### src/design/ps2mt_pkg.sv
package ps2mt_pkg;

  // Register file geometry
  localparam int LIMIT_BITS = 12;
  localparam int APB_ADDR_BITS = 3;
  localparam int APB_DATA_BITS = 32;
  localparam logic REG_SCREEN_WIDTH = 1'b0;
  localparam logic REG_SCREEN_HEIGHT = 1'b1;
  localparam logic [LIMIT_BITS-1:0] SCREEN_WIDTH_RESET = 12'd80;
  localparam logic [LIMIT_BITS-1:0] SCREEN_HEIGHT_RESET = 12'd25;

  // Stream widths
  localparam int BYTE_BITS = 8;
  localparam int POS_OUT_BITS = 12;
  localparam int RESULT_BITS = 4 * POS_OUT_BITS + 3;
  localparam int RESULT_TDATA_BITS = ((RESULT_BITS + 7) / 8) * 8;

  // Status byte button masks
  localparam logic [BYTE_BITS-1:0] BTN_LEFT = 8'h01;
  localparam logic [BYTE_BITS-1:0] BTN_RIGHT = 8'h02;
  localparam logic [BYTE_BITS-1:0] BTN_MIDDLE = 8'h04;
  localparam logic [BYTE_BITS-1:0] BTN_MASK = BTN_LEFT | BTN_RIGHT | BTN_MIDDLE;

  // Position within the three-byte packet
  typedef enum logic [1:0] {
    PH_STATUS = 2'd0,
    PH_XDELTA = 2'd1,
    PH_YDELTA = 2'd2
  } phase_t;

  typedef struct packed {
    logic [LIMIT_BITS-1:0] screen_width;
    logic [LIMIT_BITS-1:0] screen_height;
  } limits_t;

  typedef struct packed {
    logic                    middle_pressed;
    logic                    right_pressed;
    logic                    left_pressed;
    logic [POS_OUT_BITS-1:0] previous_y;
    logic [POS_OUT_BITS-1:0] previous_x;
    logic [POS_OUT_BITS-1:0] cursor_y;
    logic [POS_OUT_BITS-1:0] cursor_x;
  } result_t;

endpackage

### src/design/ps2mt_cfg_regs.sv
module ps2mt_cfg_regs (
  input  logic                                clk,
  input  logic                                rst,
  input  logic                                psel,
  input  logic                                penable,
  input  logic                                pwrite,
  input  logic [ps2mt_pkg::APB_ADDR_BITS-1:0] paddr,
  input  logic [ps2mt_pkg::APB_DATA_BITS-1:0] pwdata,
  output logic [ps2mt_pkg::APB_DATA_BITS-1:0] prdata,
  output logic                                pready,
  output ps2mt_pkg::limits_t                  limits
);

  logic                                wr_en;
  logic                                reg_sel;
  logic [ps2mt_pkg::LIMIT_BITS-1:0]    screen_width;
  logic [ps2mt_pkg::LIMIT_BITS-1:0]    screen_height;

  assign pready  = 1'b1;
  assign wr_en   = psel && penable && pwrite;
  assign reg_sel = paddr[2];

  // Write the addressed limit register
  always_ff @(posedge clk) begin
    if (rst) begin
      screen_width  <= ps2mt_pkg::SCREEN_WIDTH_RESET;
      screen_height <= ps2mt_pkg::SCREEN_HEIGHT_RESET;
    end else if (wr_en) begin
      unique case (reg_sel)
        ps2mt_pkg::REG_SCREEN_WIDTH:  screen_width  <= pwdata[ps2mt_pkg::LIMIT_BITS-1:0];
        ps2mt_pkg::REG_SCREEN_HEIGHT: screen_height <= pwdata[ps2mt_pkg::LIMIT_BITS-1:0];
        default: ;
      endcase
    end
  end

  // Read back
  always_comb begin
    unique case (reg_sel)
      ps2mt_pkg::REG_SCREEN_WIDTH:  prdata = ps2mt_pkg::APB_DATA_BITS'(screen_width);
      ps2mt_pkg::REG_SCREEN_HEIGHT: prdata = ps2mt_pkg::APB_DATA_BITS'(screen_height);
      default:                      prdata = '0;
    endcase
  end

  assign limits.screen_width  = screen_width;
  assign limits.screen_height = screen_height;

endmodule

### src/design/ps2mt_core.sv
module ps2mt_core #(
  parameter int COORD_BITS = 12
) (
  input  logic                            clk,
  input  logic                            rst,
  input  logic                            byte_valid,
  input  logic [ps2mt_pkg::BYTE_BITS-1:0] data_byte,
  output logic                            byte_ready,
  input  logic                            slot_free,
  input  ps2mt_pkg::limits_t              limits,
  output logic                            result_load,
  output ps2mt_pkg::result_t              result
);

  // Wide enough for position plus a signed byte, and for the limits
  localparam int SW = ((COORD_BITS > ps2mt_pkg::LIMIT_BITS) ? COORD_BITS
                                                            : ps2mt_pkg::LIMIT_BITS) + 2;

  ps2mt_pkg::phase_t                phase;
  ps2mt_pkg::phase_t                phase_next;
  logic [2:0]                       button_flags;
  logic [ps2mt_pkg::BYTE_BITS-1:0]  held_x_delta;
  logic [COORD_BITS-1:0]            pos_x;
  logic [COORD_BITS-1:0]            pos_y;
  logic [COORD_BITS-1:0]            pos_x_next;
  logic [COORD_BITS-1:0]            pos_y_next;
  logic                             accept;
  logic                             is_status;
  logic                             is_xdelta;
  logic                             is_ydelta;
  logic signed [SW-1:0]             sum_x;
  logic signed [SW-1:0]             sum_y;
  logic signed [SW-1:0]             lim_x;
  logic signed [SW-1:0]             lim_y;

  // A result byte needs the output slot; header and X bytes never wait
  assign byte_ready = (phase != ps2mt_pkg::PH_YDELTA) || slot_free;
  assign accept     = byte_valid && byte_ready;

  // Next phase
  always_comb begin
    unique case (phase)
      ps2mt_pkg::PH_STATUS: phase_next = ps2mt_pkg::PH_XDELTA;
      ps2mt_pkg::PH_XDELTA: phase_next = ps2mt_pkg::PH_YDELTA;
      ps2mt_pkg::PH_YDELTA: phase_next = ps2mt_pkg::PH_STATUS;
      default:              phase_next = ps2mt_pkg::PH_XDELTA;
    endcase
  end

  // Decode what the current byte is; an unknown phase counts as a status byte
  always_comb begin
    is_status = 1'b0;
    is_xdelta = 1'b0;
    is_ydelta = 1'b0;
    unique case (phase)
      ps2mt_pkg::PH_XDELTA: is_xdelta = 1'b1;
      ps2mt_pkg::PH_YDELTA: is_ydelta = 1'b1;
      default:              is_status = 1'b1;
    endcase
  end

  // Move and clamp both axes
  always_comb begin
    sum_x = $signed(SW'(pos_x)) + SW'($signed(held_x_delta));
    sum_y = $signed(SW'(pos_y)) - SW'($signed(data_byte));
    lim_x = $signed(SW'(limits.screen_width));
    lim_y = $signed(SW'(limits.screen_height));

    if (sum_x < 0) begin
      pos_x_next = '0;
    end else if (sum_x > lim_x) begin
      pos_x_next = (limits.screen_width < 12'd2) ? '0
                 : COORD_BITS'(limits.screen_width - 12'd2);
    end else begin
      pos_x_next = COORD_BITS'(sum_x);
    end

    if (sum_y < 0) begin
      pos_y_next = '0;
    end else if (sum_y > lim_y) begin
      pos_y_next = (limits.screen_height < 12'd2) ? '0
                 : COORD_BITS'(limits.screen_height - 12'd2);
    end else begin
      pos_y_next = COORD_BITS'(sum_y);
    end
  end

  // Result fields
  always_comb begin
    result_load           = accept && is_ydelta;
    result.cursor_x       = ps2mt_pkg::POS_OUT_BITS'(pos_x_next);
    result.cursor_y       = ps2mt_pkg::POS_OUT_BITS'(pos_y_next);
    result.previous_x     = ps2mt_pkg::POS_OUT_BITS'(pos_x);
    result.previous_y     = ps2mt_pkg::POS_OUT_BITS'(pos_y);
    result.left_pressed   = button_flags[0];
    result.right_pressed  = button_flags[1];
    result.middle_pressed = button_flags[2];
  end

  // Advance packet state on each accepted byte
  always_ff @(posedge clk) begin
    if (rst) begin
      phase        <= ps2mt_pkg::PH_STATUS;
      button_flags <= '0;
      held_x_delta <= '0;
      pos_x        <= '0;
      pos_y        <= '0;
    end else if (accept) begin
      phase <= phase_next;
      if (is_status) begin
        button_flags <= 3'(data_byte & ps2mt_pkg::BTN_MASK);
      end
      if (is_xdelta) begin
        held_x_delta <= data_byte;
      end
      if (is_ydelta) begin
        pos_x <= pos_x_next;
        pos_y <= pos_y_next;
      end
    end
  end

endmodule

### src/design/ps2mt_out_reg.sv
module ps2mt_out_reg (
  input  logic                                    clk,
  input  logic                                    rst,
  input  logic                                    load,
  input  ps2mt_pkg::result_t                      result,
  output logic                                    slot_free,
  output logic                                    m_tvalid,
  input  logic                                    m_tready,
  output logic [ps2mt_pkg::RESULT_TDATA_BITS-1:0] m_tdata
);

  logic               out_valid;
  ps2mt_pkg::result_t out_data;

  // Slot frees when empty or when the held result is taken this cycle
  assign slot_free = !out_valid || m_tready;

  // Hold the result until the downstream side takes it
  always_ff @(posedge clk) begin
    if (rst) begin
      out_valid <= 1'b0;
    end else if (load) begin
      out_valid <= 1'b1;
    end else if (m_tready) begin
      out_valid <= 1'b0;
    end
  end

  always_ff @(posedge clk) begin
    if (load) begin
      out_data <= result;
    end
  end

  assign m_tvalid = out_valid;
  assign m_tdata  = ps2mt_pkg::RESULT_TDATA_BITS'(out_data);

endmodule

### src/design/ps2_mouse_packet_tracker.sv
// Channel   Dir  Width  Contents
// s_axis    in   8      one mouse byte (status, X delta, Y delta in turn)
// m_axis    out  56     cursor and previous positions, buttons; one per packet
// apb       in   3/32   screen_width at 0x0, screen_height at 0x4
//
// One byte is taken per cycle; the position add and clamp sit between the
// packet state registers and the output register, so a result appears the
// cycle after its Y byte is accepted. Reset (rst, synchronous) clears the
// packet phase, buttons and position and loads the default screen limits.
// Only a Y byte waits for a stalled output; status and X bytes always pass.
module ps2_mouse_packet_tracker #(
  parameter int COORD_BITS = 12
) (
  input  logic                                    clk,
  input  logic                                    rst,
  // data_byte[7:0]
  input  logic                                    s_tvalid,
  output logic                                    s_tready,
  input  logic [ps2mt_pkg::BYTE_BITS-1:0]         s_tdata,
  // cursor_x[11:0], cursor_y[23:12], previous_x[35:24], previous_y[47:36],
  // left_pressed[48], right_pressed[49], middle_pressed[50], zero[55:51]
  output logic                                    m_tvalid,
  input  logic                                    m_tready,
  output logic [ps2mt_pkg::RESULT_TDATA_BITS-1:0] m_tdata,
  input  logic                                    psel,
  input  logic                                    penable,
  input  logic                                    pwrite,
  input  logic [ps2mt_pkg::APB_ADDR_BITS-1:0]     paddr,
  input  logic [ps2mt_pkg::APB_DATA_BITS-1:0]     pwdata,
  output logic [ps2mt_pkg::APB_DATA_BITS-1:0]     prdata,
  output logic                                    pready
);

  ps2mt_pkg::limits_t limits;
  ps2mt_pkg::result_t result;
  logic               result_load;
  logic               slot_free;

  ps2mt_cfg_regs u_cfg (
    .clk     (clk),
    .rst     (rst),
    .psel    (psel),
    .penable (penable),
    .pwrite  (pwrite),
    .paddr   (paddr),
    .pwdata  (pwdata),
    .prdata  (prdata),
    .pready  (pready),
    .limits  (limits)
  );

  ps2mt_core #(
    .COORD_BITS (COORD_BITS)
  ) u_core (
    .clk         (clk),
    .rst         (rst),
    .byte_valid  (s_tvalid),
    .data_byte   (s_tdata),
    .byte_ready  (s_tready),
    .slot_free   (slot_free),
    .limits      (limits),
    .result_load (result_load),
    .result      (result)
  );

  ps2mt_out_reg u_out (
    .clk       (clk),
    .rst       (rst),
    .load      (result_load),
    .result    (result),
    .slot_free (slot_free),
    .m_tvalid  (m_tvalid),
    .m_tready  (m_tready),
    .m_tdata   (m_tdata)
  );

endmodule

### config.mk
export PLATFORM = sky130hd
export DESIGN_NAME = ps2_mouse_packet_tracker
export DESIGN_NICKNAME = d
export VERILOG_FILES = /design/src/design/ps2mt_pkg.sv /design/src/design/ps2mt_cfg_regs.sv /design/src/design/ps2mt_core.sv /design/src/design/ps2mt_out_reg.sv /design/src/design/ps2_mouse_packet_tracker.sv
export SDC_FILE = /design/constraint.sdc
export NUM_CORES = 1
export LEC_CHECK = 0
export ABC_AREA = 1
export BUFFER_PORTS_ARGS = -buffer_cell sky130_fd_sc_hd__buf_2
export CORE_MARGIN = 4
export CORE_UTILIZATION = 45
export CTS_CLUSTER_DIAMETER = 120
export DETAILED_ROUTE_END_ITERATION = 7
export GPL_TIMING_DRIVEN = 0
export PLACE_DENSITY = 0.76
export SLEW_MARGIN = 20
export SYNTH_ARGS = -nofsm -noshare
export SYNTH_HDL_FRONTEND = slang
export SYNTH_HIERARCHICAL = 1
export SYNTH_SLANG_ARGS = --single-unit
### constraint.sdc
create_clock -name clk -period 6.2 [get_ports clk]
set_clock_uncertainty 0.05 [all_clocks]
set_input_delay 0.31 -clock clk [delete_from_list [all_inputs] [get_ports clk]]
set_output_delay 0.31 -clock clk [all_outputs]
set_load 0.01 [all_outputs]
* Word-level counts from Yosys, hierarchy flattened
Cells that the tools add are included.
W data, S select, Z words.
** Word-level totals
- Register bits after elaboration :: 113
- Bits in read-only memories :: 0
- Bits in writable memories :: 0
- Input bits :: 50
- Bits in latches :: 0
- Memories :: 0
- Output and inout port bits :: 91
** Cells by class
- $mul :: 0
- Shift-type cells :: 0
- Mux-type cells :: 12
- Eq/ne operators :: 3
- Reductions and logical operators :: 14
- Bitwise operators :: 2
- Magnitude comparators :: 6
- Div/mod/pow operators :: 0
- Add/sub/neg operators :: 4
** Operator list (number)
- $mux W12 :: 6
- $pmux W32 S2 :: 1
- $gt A14 B13 Y1 :: 2
- $lt A14 B1 Y1 const B :: 2
- $lt A12 B2 Y1 const B :: 2
- $sub A12 B2 Y12 const B :: 2
- $add A13 B8 Y14 :: 1
- $sub A13 B8 Y14 :: 1
- $reduce_and A2 Y1 :: 5
- $logic_and A1 B1 Y1 :: 4
- $mux W1 :: 4
- $pmux W2 S2 :: 1
- $eq A2 B1 Y1 const B :: 1
- $eq A2 B2 Y1 const B :: 1
- $logic_or A1 B1 Y1 :: 2
- $ne A2 B2 Y1 const B :: 1
- $not A1 Y1 :: 2
- $reduce_bool A2 Y1 :: 1
- $reduce_or A2 Y1 :: 1
- $logic_not A1 Y1 :: 1

* Depth between registers and ports, before layout
- Word-level depth :: 6
- Depth in mapped cells :: 24

* Hierarchy
The synthesis kept the hierarchy.
** Modules (own cells, without submodules)
- ps2mt_core :: instances 1, cells an instance 704, area an instance 4386.7 sq um, seq. area each 740.7 sq um
- ps2mt_out_reg :: instances 1, cells an instance 62, area an instance 1615.3 sq um, seq. area each 1551.5 sq um
- ps2mt_cfg_regs :: instances 1, cells an instance 205, area an instance 1281.2 sq um, seq. area each 480.5 sq um

* Least setup slack after synthesis
Ideal clock, no wire load.
- Kind :: reg2reg
- From :: register u_core.phase[0]
- To :: register u_out.out_data (netlist bit u_out/m_tdata[0]) (enable)
- Path buffers :: 1
- Cell stages (with the launch flop) :: 9
- Library setup time :: 0.440 ns
- Setup slack :: 3.039 ns
- Arrival :: 2.671 ns
- Path through :: dfxtp_1 inv_1 ha_1 nand2_1 nand2_1 inv_1 nand2_1 inv_1 clkbuf_1
** Between the ends
- Cells in the longest elaborated chain, start to end :: 4
- Elaborated cells between the ends (all ways) :: 6
** Ends and longest elaborated chain
- start, declared :: line ps2mt_core.sv:19 : ps2mt_pkg::phase_t phase;
- start signal, assigned :: line ps2mt_core.sv:103 : phase <= ps2mt_pkg::PH_STATUS;
- start signal, assigned :: line ps2mt_core.sv:109 : phase <= phase_next;
- $ne A2 B2 Y1 :: line ps2mt_core.sv:37 : assign byte_ready = (phase != ps2mt_pkg::PH_YDELTA) || slot_free;
- $logic_or A1 B1 Y1 :: line ps2mt_core.sv:37
- named net s_tready :: line ps2_mouse_packet_tracker.sv:18 : output logic s_tready,
- $logic_and A1 B1 Y1 :: line ps2mt_core.sv:38 : assign accept = byte_valid && byte_ready;
- $logic_and A1 B1 Y1 :: line ps2mt_core.sv:90 : result_load = accept && is_ydelta;
- named net result_load :: line ps2_mouse_packet_tracker.sv:36 : logic result_load;
- end signal, assigned :: line ps2mt_out_reg.sv:31 : out_data <= result;
- end, declared :: line ps2mt_out_reg.sv:13 : ps2mt_pkg::result_t out_data;
The timed path passes the listed nets, and every way through them passes these cells.
A chain may end at the register's enable or synchronous reset.

==> results list <==
- For this run, the detailed router's first-pass iteration total came to 5.
* Gr ovfl total: 0
* Cells after Synth: 971
* Num Clock Sinks: 113
* Clock tree from TritonCTS: yes
* Final cycle utilization of the critical path: 0.5741
- Effective utilization at floorplan: 0.4585
* # resized after CTS: 0
- WL final: 17.74 mm
* Detailed Place HPWL: 13.62 mm
* RSZ-0062 raised after global routing: false
- Main flop type after synthesis: dfxtp_1
* Syn avg cell area: 7.501 um2
* Via-to-Cell Ratio: 4.927
- Ranked by total cell area, the synthesized netlist is headed by edfxtp_1 21%, dfxtp_1 17%, nand2_1 11%.
* Tmin final: 3.559 ns
- At the pin with the least slew margin, the transition time is 0.8276 ns.
- Max-cap violations in this run came to 0.
- Width of the die: 135.2 um
- From synthesis to final layout, the design area changed by 19.17%.
- At the end of the flow the core is filled with cells to 0.5464.
* Count of flip-flops with a built-in enable after synthesis: 51
* Fraction of post-synthesis cell area in the top cell type by area: 0.2103
- Along the worst path, the maximum fanout reaches 10.
- The count of final max-slew check failures is 0.
- Maximum buffer depth of the clock tree: 2
* Largest net degree at the start of global routing: 38
- For the worst-skew pair, the clock arrives at the later sink with an insertion delay of 0.42 ns.
* GRT Total Usage: 0.1955
- Die span in y: 135.2 um
- Startpoint-to-endpoint class of the critical path: register to register
* Number of hold buffers added after CTS: 0
- For the worst setup path, the data arrival time is 3.68 ns.
- Last weighted congestion value of the routability-driven placer: 0.9354
- Flip-flop and latch count after synthesis: 113
- Post-Synthesis Cell Area: 0.007283 mm2
* Routed WL per cell: 13.29 um
- Power spread over the standard cell area amounts to 243.2 mW/mm2.
- Sequential-to-total area share from yosys stat: 0.3807
- nand2_1 is the most common cell in the netlist.
- Fill cell count: 1510
- Number of distinct library cells after synthesis: 35
- Fin nets: 1212
- For this design the static power due to leakage is 4.531 nW.
- Post-detailed-route count of antenna-violating nets: 0
- Relative max-transition margin: 0.4482
- Diodes inserted: 0
* Cts bufs inserted: 17
- The detailed router placed 6578 vias in this run.
- Data on the critical path is required at its endpoint by 6.32 ns.
* Placed cell count: 1303
- The completed layout was analyzed and its total power is 2.110 mW.
- The flow ran to the end, and the final reports show no timing, DRC or antenna violations.
- Count of unresolved DRC violations after routing: 0
- Async set or reset register ratio after synthesis: 0
- Category of the worst setup path launch point: register
- Yosys printed 6 warnings.
* Setup TNS after final layout: 0 ns
* Final Hold Vio Count: 0
- Library cell with the largest summed area after synthesis: edfxtp_1
* Clock slew at reported path FFs: 0.05 ns
- Proportion of layout cells with a drive suffix above 1: 0.1823
- Wire length of the first global-routing pass: 28.59 mm
* Most frequent cells after synthesis: 213 x nand2_1, 158 x inv_1, 100 x nand3_1, 75 x nor2_1, 62 x dfxtp_1
* Num rows: 46
- The via count of the first global-routing pass is 5957.
- Setup bufs post-CTS: 0
- Drt first-iter violations: 521
- In this run the worst hold path is classified as primary input to register.
- FMAX: 0.2810 GHz
- Endpoint type of the worst setup path: register
- Total die area: 0.01828 mm2
- H-tree depth: 4
* Count of placed standard cells in the final layout, fillers left out: 1335
- Setup violations remaining at the end of the flow were counted as 0.
- 141 I/O pins were placed.
- The worst-case IR drop observed on VDD is 199.4 uV.
- The initial antenna violation count came to 0.
- The tightest hold path in the finished design has a slack of 0.1011 ns.
- Cell chosen for the clock root: clkbuf_16
- CORE AREA: 0.01589 mm2
- Quantity of I/O buffers inserted on ports: 92
## power breakdown
part	internal [mW]	switching [mW]	total [mW]
Clock	0.566	0.338	0.903
Combinational	0.135	0.248	0.384
Sequential	0.807	0.0166	0.824
## flip-flops by register name, indices dropped and copies added (netlist names)
name and cells:
u_out/m_tdata 51, u_cfg/screen_height 12, u_cfg/screen_width 12, u_core/pos_x 12
u_core/pos_y 12, u_core/held_x_delta 8, u_core/button_flags 3, u_core/phase 2
u_out/m_tvalid 1
## worst max-delay path, stage by stage (launching register included)
cell and delay, ns:
dfxtp_1 0.38, inv_1 0.06, ha_1 0.19, inv_1 0.08, nand3_1 0.07, nand2_1 0.11, nand2_1 0.07, nand2_2 0.08
a21oi_1 0.09, o21ai_0 0.31, nand2_1 0.13, nand3_1 0.09, nand2_1 0.06, nand2_1 0.10, inv_1 0.05, ha_1 0.29
nand2_1 0.08, nor2_1 0.23, nand4_1 0.15, nand3_2 0.13, buf_2 0.21, nand3_1 0.11, nand3_1 0.15, inv_1 0.06
## layout by cell type (no fill, tap or decap), types with 2 or more instances in the layout
cell type,instances
a21oi_1,57
a21oi_2,11
a31o_2,2
and3_1,2
buf_1,2
buf_2,103
buf_4,29
clkbuf_1,17
clkbuf_16,19
clkinv_1,2
clkinv_2,2
clkinvlp_4,3
conb_1,26
dfxtp_1,62
edfxtp_1,51
fa_1,2
ha_1,54
inv_1,158
inv_2,3
nand2_1,213
nand2_2,6
nand3_1,100
nand3_2,15
nand4_1,19
nor2_1,75
nor2_2,2
nor3_1,6
o21ai_0,40
o21bai_1,6
o31ai_1,2
xnor2_1,11
xor2_1,8
## final cells by class
type                       count  area, um2  share of cell area
multi-input combinational    662       3645              0.4199
timing repair buffer          93      480.5             0.05536
inverter                     162      608.1             0.07006
clock inverter                 8      51.30            0.005910
buffer                        57      347.8             0.04008
tap                          216      270.3             0.03114
clock buffer                  24      504.2             0.05809
sequential                   113       2773              0.3194
## stage by stage
| step | worst slack, ns | cell area [um2] |
|---|---|---|
| final | 2.641 | 8680 |
| after global routing | 2.304 | 8680 |
| after CTS | 2.646 | 8680 |
| after detailed placement | 2.520 | 8124 |
| after global placement | 2.435 | 8100 |
| after floorplan | 3.039 | 7370 |
## metal layers
layer	GRT usage	wire (um)	up-vias
met5	0	0	-
met4	0.06719	281	0
met3	0.04272	1292	25
met2	0.3014	7627	242
met1	0.2724	8540	2939
li1	-	-	3372
## cells by family after synthesis
kind of cell,synth area share
XOR/XNOR,0.02508
AND/OR/NAND/NOR,0.2682
adder cells (fa/ha/maj),0.09827
other,0.001546
flip-flops,0.3807
AO/OA/AOI/OAI,0.09552
buffers and inverters,0.1307
## final timing paths
| path | startpoint | slack (ns) | end | depth (start not counted) |
|---|---|---|---|---|
| worst max-delay path | u_core/pos_y[0]$_SDFFE_PP0P_ | 2.64 | u_out/m_tdata[23]$_DFFE_PP_ | 23 |
| worst min-delay path | pwdata[6] | 0.10 | u_cfg/screen_width[6]$_SDFFE_PP1P_ | 3 |
| worst max register to register | u_core/pos_y[0]$_SDFFE_PP0P_ | 2.64 | u_out/m_tdata[23]$_DFFE_PP_ | 23 |
| worst min register to register | u_core/button_flags[1]$_SDFFE_PP0P_ | 0.38 | u_out/m_tdata[49]$_DFFE_PP_ | 0 |
No activity file was read; power rests on OpenSTA's default activity.
